[src/hdl/mrfc_pkg.sv]
// Types and constants of the Modbus response frame checker.
package mrfc_pkg;

    // Verdict codes carried by each result transaction.
    typedef enum logic [2:0] {
        V_OK    = 3'd0,
        V_SHORT = 3'd1,
        V_CRC   = 3'd2,
        V_ADDR  = 3'd3,
        V_EXC   = 3'd4,
        V_FUNC  = 3'd5
    } verdict_t;

    // Configuration register indexes.
    localparam logic CFG_EXPECTED_ADDRESS  = 1'b0;
    localparam logic CFG_EXPECTED_FUNCTION = 1'b1;

    localparam int unsigned LEN_W = 9;

    localparam logic [15:0]      CRC_INIT        = 16'hFFFF;
    localparam logic [15:0]      CRC_POLY        = 16'hA001;
    localparam logic [7:0]       EXCEPTION_FLAG  = 8'h80;
    localparam logic [LEN_W-1:0] MIN_FRAME_BYTES = 9'd5;

endpackage

[src/hdl/mrfc_crc_byte.sv]
// One-byte update of the reflected CRC-16/MODBUS accumulator.
module mrfc_crc_byte (
    input  logic [15:0] crc_in,
    input  logic [7:0]  data_in,
    output logic [15:0] crc_out
);

    // Eight reflected shift steps over the byte, bit 0 first.
    always_comb begin
        logic [15:0] c;
        c = crc_in ^ {8'h00, data_in};
        for (int i = 0; i < 8; i++) begin
            if (c[0]) begin
                c = (c >> 1) ^ mrfc_pkg::CRC_POLY;
            end else begin
                c = c >> 1;
            end
        end
        crc_out = c;
    end

endmodule

[config.mk]
export PLATFORM = sky130hd
export DESIGN_NAME = mrfc_crc_byte
export DESIGN_NICKNAME = d
export VERILOG_FILES = /design/src/hdl/mrfc_pkg.sv /design/src/hdl/mrfc_crc_byte.sv
export SDC_FILE = /design/constraint.sdc
export NUM_CORES = 1
export LEC_CHECK = 0
export ABC_AREA = 1
export CAP_MARGIN = 20
export CORE_AREA = 2 2 39 41
export DETAILED_ROUTE_END_ITERATION = 8
export DIE_AREA = 0 0 41 43
export DONT_BUFFER_PORTS = 1
export PLACE_DENSITY = 0.47
export SYNTH_ARGS = -nofsm -noshare
export SYNTH_HDL_FRONTEND = slang
export SYNTH_SLANG_ARGS = --single-unit
[constraint.sdc]
create_clock -name vclk -period 2.7
set_clock_uncertainty 0.1 [all_clocks]
set_input_delay 0.135 -clock vclk [all_inputs]
set_output_delay 0.135 -clock vclk [all_outputs]
set_load 0.01 [all_outputs]
# == Yosys cells after proc, flatten, opt, wreduce, memory -nomap -nowiden ==
# Index checks and enable logic that the tools add are counted.
# word_totals
ff_bits,0
word_cells,17
in_bits,24
output_inout_bits,16
# classes
muxes,8
n_bitwise,9
# op_table
op,n
$mux W16,8
$not A2 Y3,8
$xor A16 B8 Y16,1

# == Logic depth before layout (Yosys ltp) ==
# Gate-level depths: netlist of run 1.
# logic_depth
ltp_word,17
ltp_mapped,13
ltp_nobuf,13

# == Worst setup path after synthesis of run 1 ==
# No wires, ideal clock.
# synth_timing
path_type,input port to output port
startpoint,in data_in[4]
endpoint,out crc_out[0]
path_buffers,0
arrival_ns,1.137
slack_ns,1.328
path_stages,8
required_ns,2.465
cell_sequence,xor2_1 > xnor2_1 > nand3_1 > nand2_2 > nand2_2 > nand2_2 > nand2_1 > nand2_1
# synth_via
elab_chain_cells,10
# synth_rtl
element,line_no,source
from (decl),mrfc_crc_byte.sv:4,"input logic [7:0] data_in,"
$xor A16 B8 Y16 *,mrfc_crc_byte.sv:11,"c = crc_in ^ {8'h00, data_in};"
$mux W16 * (3 in a row),mrfc_crc_byte.sv:13,if (c[0]) begin
$not A2 Y3 (no line),n/a,
$mux W16 * (5 in a row),mrfc_crc_byte.sv:13,
to (decl),mrfc_crc_byte.sv:5,output logic [15:0] crc_out
# Mark *: on every way between the ends. The rest lies on a longest branch, timed or not.

# == Worst setup path in the final report of run 1 ==
# Same ends and word-level chain as after synthesis.

==> results of run 1 <==
## cells in the mapped netlist (all sizes together)
| master | instances |
|---|---|
| nand2 | 24 |
| inv | 10 |
| nand3 | 10 |
| xor2 | 9 |
| xnor2 | 7 |
| buf | 5 |
## cell families (layout without fill, tap and decap cells)
family / after synthesis / after routing
and+or+nand+nor: 34 / 34
xor gates and xnor gates: 16 / 16
buffers and inverters: 15 / 10
## per-layer routing
layer	GRT usage (%)	up-vias	share of wire, %
li1	-	181	-
met1	12.7	140	42
met2	12.5	18	46
met3	0	0	13
met4	1.33	0	0
met5	0	-	0
## final cells by class
type / count / area [sq um] / area share [%]
well taps: 16 / 20.0 / 4.68
multi-input cells: 50 / 370 / 86.5
inverters: 10 / 37.5 / 8.77
## layout by cell type, fill, tap and decap left out, drive strengths merged
master,instances
inv,10
xnor2,7
xor2,9
nand3,10
nand2,24
## how the worst min path moves through the flow
stage,startpoint,to,slack (ns),cells after the start
finish,crc_in[9],crc_out[1],0.17,0
global route,crc_in[13],crc_out[5],0.17,0
CTS,crc_in[9],crc_out[1],0.17,0
detailed placement,crc_in[9],crc_out[1],0.17,0
global placement,crc_in[9],crc_out[1],0.17,0
floorplan,crc_in[14],crc_out[6],0.25,1
## per-stage QoR
step / instances / hold WS, ns / utilization, %
final: 76 / 0.170 / 30.9
after CTS: 76 / 0.170 / 30.9
after global placement: 76 / 0.170 / 30.9
after floorplan: 65 / 0.250 / -
after global routing: 76 / 0.170 / 30.9
after detailed placement: 76 / 0.170 / 30.9
## where the power goes
group | switching [mW] | leakage (nW) | internal [mW]
clock | 0 | 0 | 0
sequential | 0 | 0 | 0
combinational | 0.101 | 0.244 | 0.0521
==> metrics.json, run 1 <==
{
  "run_status": {"value": "completed"},
  "dpl_worst_slack": {"value": 1.21, "unit": "ns"},
  "synthSimpleGateAreaFrac": {"value": 48.3, "unit": "%"},
  "num-fill-cells": {"value": 161},
  "grt_pass1_vias": {"value": 288},
  "ios": {"value": 40},
  "avgSynthCellArea": {"value": 6.85, "unit": "sq um"},
  "post_synth_num_cell_types": {"value": 11},
  "finalHoldViolations": {"value": 0},
  "cp_slowest_cell": {"value": "sky130_fd_sc_hd__xnor2_1"},
  "layout_worst_path_cycle_share": {"value": 53.9, "unit": "%"},
  "postCtsResizedCells": {"value": 0},
  "post_synth_xor_area_fraction": {"value": 34.8, "unit": "%"},
  "count_of_input_and_output_buffers": {"value": 0},
  "critPathArrivalTime": {"value": 1.22, "unit": "ns"},
  "postSynthCellCount": {"value": 65},
  "post_route_setup_tns": {"value": 0, "unit": "ns"},
  "cp_endpoint_kind": {"value": "output pin"},
  "fp.coreArea": {"value": 1380, "unit": "sq um"},
  "ant_nets": {"value": 0},
  "grt_start_max_net_pins": {"value": 5},
  "final-seq-area": {"value": 0, "unit": "sq um"},
  "route.detailed.wl_per_inst": {"value": 8.61, "unit": "um"},
  "dominant_combinational_cell_family_by_area_after_synthesis": {"value": "simple AND/OR/NAND/NOR gates"},
  "yosys-mux-area-fraction": {"value": 0, "unit": "%"},
  "achievable-frequency": {"value": 0.687, "unit": "GHz"},
  "final-setup-viol-count": {"value": 0},
  "std_cell_rows": {"value": 14},
  "dieArea": {"value": 1760, "unit": "sq um"},
  "endpoint": {"value": "crc_out[0]"},
  "powerDensity": {"value": 358, "unit": "nW/um^2"},
  "timing.critical_path.mode_cell": {"value": "sky130_fd_sc_hd__nand2_2"},
  "postLayoutCellArea": {"value": 428, "unit": "sq um"},
  "area_growth_syn_to_layout": {"value": -3.93, "unit": "%"},
  "critPathKind": {"value": "primary input to output pin"},
  "setup_ws": {"value": 1.24, "unit": "ns"},
  "finalCriticalPeriod": {"value": 1.46, "unit": "ns"},
  "vias": {"value": 339},
  "totalWireLength": {"value": 654, "unit": "um"},
  "critical_path.max_stage_delay": {"value": 0.36, "unit": "ns"},
  "groute.usage.overall": {"value": 8.20, "unit": "%"},
  "drive_gt1_share": {"value": 33.3, "unit": "%"},
  "cts.hold.buffers_added": {"value": 0},
  "worstPathBufferInverterCount": {"value": 0},
  "crit_start": {"value": "data_in[4]"},
  "post_synthesis_adder_cell_area_fraction": {"value": 0, "unit": "%"},
  "max_cap_violations": {"value": 0},
  "drc_violations_left": {"value": 0},
  "ys_seq_area_share": {"value": 0, "unit": "%"},
  "share_of_the_synthesized_area_in_compound_gates_ao_oa_aoi_oai": {"value": 0, "unit": "%"},
  "dieWidth": {"value": 41, "unit": "um"},
  "dp.final_hpwl": {"value": 632, "unit": "um"},
  "kind_of_start_point_of_the_critical_path": {"value": "primary input"},
  "worstPathRequired": {"value": 2.47, "unit": "ns"},
  "path_depth": {"value": 8},
  "critical_path_peak_fanout": {"value": 3},
  "top_family_by_delay_on_critical_path": {"value": "simple AND/OR/NAND/NOR gates"},
  "design.final.nets": {"value": 86},
  "unrepaired_setup_endpoints_after_global_routing": {"value": "no"},
  "grt_remaining_overflow": {"value": 0},
  "die_height": {"value": 43, "unit": "um"},
  "place_congestion": {"value": 0.640},
  "synth_largest_area_cell": {"value": "sky130_fd_sc_hd__xor2_1"},
  "first_pass_iteration_count_of_the_detailed_router": {"value": 1},
  "yosys-top-cells-area": {"value": "sky130_fd_sc_hd__xor2_1, sky130_fd_sc_hd__nand2_4, sky130_fd_sc_hd__nand2_1"},
  "initial_utilization": {"value": 32.2, "unit": "%"},
  "synth.cell_area": {"value": 445, "unit": "sq um"},
  "antennaDiodeCount": {"value": 0},
  "total_power": {"value": 0.153, "unit": "mW"},
  "vias_per_cell": {"value": 4.46},
  "hold_path.class": {"value": "primary input to output pin"},
  "power_leakage": {"value": 0.244, "unit": "nW"},
  "postPlaceCellArea": {"value": 428, "unit": "sq um"},
  "worst_slew_margin_rel": {"value": 73.3, "unit": "%"},
  "seq_cells": {"value": 0},
  "synth_top_cell_area_share": {"value": 17.7, "unit": "%"},
  "final-max-slew-violation-count": {"value": 0},
  "mappedNetlistNets": {"value": 89},
  "grt_pass1_wl": {"value": 1110, "unit": "um"},
  "num-clock-buffers": {"value": 0},
  "critical_path.cell_chain": {"value": "xor2_1 > xnor2_1 > nand3_1 > nand2_2 > nand2_2 > nand2_2 > nand2_1 > nand2_1"},
  "grt_antenna_before_repair": {"value": 0},
  "irDropWorstVdd": {"value": 0.111, "unit": "mV"},
  "postCtsSetupRepairBufs": {"value": 0},
  "ys.warnings.count": {"value": 0},
  "detailedRoute.firstIterationViolations": {"value": 0},
  "transition_time_at_the_pin_with_the_least_slew_margin": {"value": 0.398, "unit": "ns"}
}
Note: power is estimated with default switching activity, not from simulation.
==> run 2: changes to the inputs <==
ABC_AREA = 0   (was 1)
PLACE_DENSITY = 0.35   (was 0.47)
clock period = 1.29 ns   (was 2.7 ns; I/O delays follow)
==> run 2 against run 1 <==
  * Flip-flop and latch count did not move
  * Global-route usage shrank 2.2 points
  * Combinational power increased to 2.7 times the previous value
  * Die area unchanged
  * Final cell count fell by 37%
  * Total power grew to 2.7 times the previous value
  * Sequential share of layout area unchanged
  * Synthesized area is 36% lower
  * First-iteration DRC count did not move
  * Critical endpoint unchanged
  * Largest cell class unchanged
  * Largest power group unchanged
  * Highest routed layer unchanged
==> metrics.json, run 2 <==
{
  "run_status": {"value": "completed", "change": "unchanged"},
  "met3_usage": {"value": 1.57, "unit": "%", "change": "was 0%"},
  "synth.cell_area": {"value": 284, "unit": "sq um", "change": "was 445 sq um"},
  "postLayoutCellArea": {"value": 379, "unit": "sq um", "change": "was 428 sq um"},
  "first_pass_iteration_count_of_the_detailed_router": {"value": 1, "change": "unchanged"},
  "whs": {"value": 0.0290, "unit": "ns", "change": "was 0.170 ns"},
  "grt_antenna_before_repair": {"value": 0, "change": "unchanged"},
  "groute.usage.overall": {"value": 6.01, "unit": "%", "change": "was 8.20%"},
  "cts.hold.buffers_added": {"value": 0, "change": "unchanged"},
  "worstPathRequired": {"value": 1.13, "unit": "ns", "change": "was 2.47 ns"},
  "power_leakage": {"value": 0.163, "unit": "nW", "change": "was 0.244 nW"},
  "critPathArrivalTime": {"value": 1.03, "unit": "ns", "change": "was 1.22 ns"},
  "grt_most_used_layer": {"value": "met2", "change": "was met1"},
  "initial_utilization": {"value": 20.5, "unit": "%", "change": "was 32.2%"},
  "clockPowerShare": {"value": 0, "unit": "%", "change": "about the same"},
  "dp.final_hpwl": {"value": 556, "unit": "um", "change": "was 632 um"},
  "kind_of_start_point_of_the_critical_path": {"value": "primary input", "change": "unchanged"},
  "grtUsageMet2": {"value": 10.9, "unit": "%", "change": "was 12.5%"},
  "cp_endpoint_kind": {"value": "output pin", "change": "unchanged"},
  "grt_start_max_net_pins": {"value": 4, "change": "was 5"},
  "ys.warnings.count": {"value": 0, "change": "unchanged"},
  "endpoint": {"value": "crc_out[0]", "change": "unchanged"},
  "synthSimpleGateAreaFrac": {"value": 0, "unit": "%", "change": "was 48.3%"},
  "unrepaired_setup_endpoints_after_global_routing": {"value": "no", "change": "unchanged"},
  "area_growth_syn_to_layout": {"value": 33.5, "unit": "%", "change": "was -3.93%"},
  "seq_power_share": {"value": 0, "unit": "%", "change": "about the same"},
  "count_of_input_and_output_buffers": {"value": 0, "change": "unchanged"},
  "netSwitchingFraction": {"value": 48.7, "unit": "%", "change": "was 65.9%"},
  "detailedRoute.firstIterationViolations": {"value": 0, "change": "unchanged"},
  "finalHoldViolations": {"value": 0, "change": "unchanged"},
  "post_synth_xor_area_fraction": {"value": 86.8, "unit": "%", "change": "was 34.8%"},
  "final-seq-area": {"value": 0, "unit": "sq um", "change": "unchanged"},
  "vias": {"value": 189, "change": "was 339"},
  "transition_time_at_the_pin_with_the_least_slew_margin": {"value": 0.295, "unit": "ns", "change": "was 0.398 ns"},
  "yosys-mux-area-fraction": {"value": 0, "unit": "%", "change": "unchanged"},
  "grt_pass1_vias": {"value": 187, "change": "was 288"},
  "powerDensity": {"value": 1100, "unit": "nW/um^2", "change": "was 358 nW/um^2"},
  "dieWidth": {"value": 41, "unit": "um", "change": "unchanged"},
  "max_cap_violations": {"value": 0, "change": "unchanged"},
  "worstHoldStart": {"value": "crc_in[12]", "change": "was crc_in[9]"},
  "antennaDiodeCount": {"value": 0, "change": "unchanged"},
  "layout.cells.non_filler": {"value": 48, "change": "was 76"},
  "seq_cells": {"value": 0, "change": "unchanged"},
  "achievable-frequency": {"value": 0.840, "unit": "GHz"},
  "design.final.nets": {"value": 58, "change": "was 86"},
  "p_sw": {"value": 0.203, "unit": "mW", "change": "was 0.101 mW"},
  "irDropWorstVdd": {"value": 0.169, "unit": "mV", "change": "was 0.111 mV"},
  "place_inst": {"value": 48, "change": "was 76"},
  "yosys-top-cells-area": {"value": "sky130_fd_sc_hd__xnor2_1, sky130_fd_sc_hd__xor2_1, sky130_fd_sc_hd__xnor2_2", "change": "was sky130_fd_sc_hd__xor2_1, sky130_fd_sc_hd__nand2_4, sky130_fd_sc_hd__nand2_1"},
  "postSynthCellCount": {"value": 29, "change": "was 65"},
  "worst_slew_margin_rel": {"value": 80.2, "unit": "%", "change": "was 73.3%"},
  "post_synthesis_adder_cell_area_fraction": {"value": 0, "unit": "%", "change": "unchanged"},
  "avgSynthCellArea": {"value": 9.79, "unit": "sq um", "change": "was 6.85 sq um"},
  "dieArea": {"value": 1760, "unit": "sq um", "change": "unchanged"},
  "grt_pass1_wl": {"value": 807, "unit": "um", "change": "was 1110 um"},
  "post_route_setup_tns": {"value": 0, "unit": "ns", "change": "unchanged"},
  "dominant_combinational_cell_family_by_area_after_synthesis": {"value": "XOR/XNOR gates", "change": "was simple AND/OR/NAND/NOR gates"},
  "num-clock-buffers": {"value": 0, "change": "unchanged"},
  "setup_ws": {"value": 0.0988, "unit": "ns", "change": "was 1.24 ns"},
  "synth_top_cell_area_share": {"value": 43.2, "unit": "%", "change": "was 17.7%"},
  "share_of_the_synthesized_area_in_compound_gates_ao_oa_aoi_oai": {"value": 0, "unit": "%", "change": "unchanged"},
  "ys_seq_area_share": {"value": 0, "unit": "%", "change": "unchanged"},
  "layout_worst_path_cycle_share": {"value": 92.3, "unit": "%"},
  "postPlaceCellArea": {"value": 372, "unit": "sq um", "change": "was 428 sq um"},
  "synth_largest_area_cell": {"value": "sky130_fd_sc_hd__xnor2_1", "change": "was sky130_fd_sc_hd__xor2_1"},
  "route.detailed.wl_per_inst": {"value": 11.0, "unit": "um", "change": "was 8.61 um"},
  "power_frac_comb": {"value": 100.0, "unit": "%", "change": "about the same"},
  "final-setup-viol-count": {"value": 0, "change": "unchanged"},
  "grt_remaining_overflow": {"value": 0, "change": "unchanged"},
  "drive_gt1_share": {"value": 56.3, "unit": "%", "change": "was 33.3%"},
  "yosys.cell_count.top_type": {"value": "sky130_fd_sc_hd__xnor2_1", "change": "was sky130_fd_sc_hd__nand2_1"},
  "ant_nets": {"value": 0, "change": "unchanged"},
  "drc_violations_left": {"value": 0, "change": "unchanged"},
  "netlist_top_cells_count": {"value": "sky130_fd_sc_hd__xnor2_1, sky130_fd_sc_hd__xor2_1, sky130_fd_sc_hd__buf_4", "change": "was sky130_fd_sc_hd__nand2_1, sky130_fd_sc_hd__xor2_1, sky130_fd_sc_hd__inv_1"},
  "critPathKind": {"value": "primary input to output pin", "change": "unchanged"},
  "globalRouteMet1Util": {"value": 7.01, "unit": "%", "change": "was 12.7%"},
  "place_congestion": {"value": 0.560, "change": "was 0.640"},
  "intPower": {"value": 0.214, "unit": "mW", "change": "was 0.0521 mW"},
  "fp.coreArea": {"value": 1380, "unit": "sq um", "change": "unchanged"},
  "final_cell_mix": {"value": "sky130_fd_sc_hd__xnor2_1, sky130_fd_sc_hd__xnor2_2, sky130_fd_sc_hd__buf_4", "change": "was sky130_fd_sc_hd__nand2_1, sky130_fd_sc_hd__xor2_1, sky130_fd_sc_hd__inv_1"},
  "die_height": {"value": 43, "unit": "um", "change": "unchanged"},
  "vias_per_cell": {"value": 3.94, "change": "was 4.46"},
  "totalWireLength": {"value": 529, "unit": "um", "change": "was 654 um"},
  "dpl_worst_slack": {"value": 0.00580, "unit": "ns", "change": "was 1.21 ns"},
  "critical_path_peak_fanout": {"value": 3, "change": "unchanged"},
  "crit_start": {"value": "data_in[1]", "change": "was data_in[4]"},
  "final-max-slew-violation-count": {"value": 0, "change": "unchanged"},
  "std_cell_rows": {"value": 14, "change": "unchanged"},
  "mappedNetlistNets": {"value": 53, "change": "was 89"},
  "layout.cells.most_common": {"value": "sky130_fd_sc_hd__xnor2_1", "change": "was sky130_fd_sc_hd__nand2_1"},
  "post_synth_num_cell_types": {"value": 5, "change": "was 11"},
  "hold_path.class": {"value": "primary input to output pin", "change": "unchanged"},
  "ios": {"value": 40, "change": "unchanged"},
  "finalCriticalPeriod": {"value": 1.19, "unit": "ns"}
}
run 2: repair_timing:
action                                  in CTS  in global routing
endpoints found under the setup margin       0                  1
buffers inserted                             0                  0
resized for setup                            0                  1
hold endpoints to repair                     0                  0
run 2: critical path: stages:
cell and delay (ns):
sky130_fd_sc_hd__xnor2_2 0.21, sky130_fd_sc_hd__xor2_2 0.24, sky130_fd_sc_hd__xnor2_1 0.20, sky130_fd_sc_hd__xnor3_1 0.31
run 2: layout make-up:
cell class | instances | area [sq um]
multi-input combinational | 24 | 299
timing repair buffer | 8 | 60.1
fill | 157 | 1000
tap | 16 | 20.0
run 2: cell families (layout without fill, tap and decap cells):
family,Yosys count,count (layout)
xor+xnor,24,24
buf+inv,5,8
run 2: per-layer routing:
layer,part of all wire (%),vias to the layer above
li1,-,87
met1,24,81
met2,53,21
met3,23,0
met4,0,0
met5,0,-
run 2: power by group through the flow:
stage / clock network [mW] / registers (mW) / logic (mW)
4_1_cts: 0 / 0 / 0.427
5_1_grt: 0 / 0 / 0.454
2_1_floorplan: 0 / 0 / 0.343
3_3_place_gp: 0 / 0 / 0.422
6_report: 0 / 0 / 0.417
3_5_place_dp: 0 / 0 / 0.427
run 2: worst min path at each step:
| stage | end | slack (ns) | depth (start not counted) |
|---|---|---|---|
| after global routing | crc_out[4] | 0.03 | 0 |
| after floorplan | crc_out[6] | 0.12 | 1 |
| after detailed placement | crc_out[4] | 0.03 | 0 |
| after CTS | crc_out[4] | 0.03 | 0 |
| after global placement | crc_out[4] | 0.03 | 0 |
| final | crc_out[4] | 0.03 | 0 |
run 2: per-stage QoR:
| step | power (mW) | util, % |
|---|---|---|
| after global routing | 0.454 | 27.4 |
| after global placement | 0.422 | 26.9 |
| after detailed placement | 0.427 | 26.9 |
| final | 0.417 | 27.4 |
| after CTS | 0.427 | 26.9 |
| after floorplan | 0.343 | - |
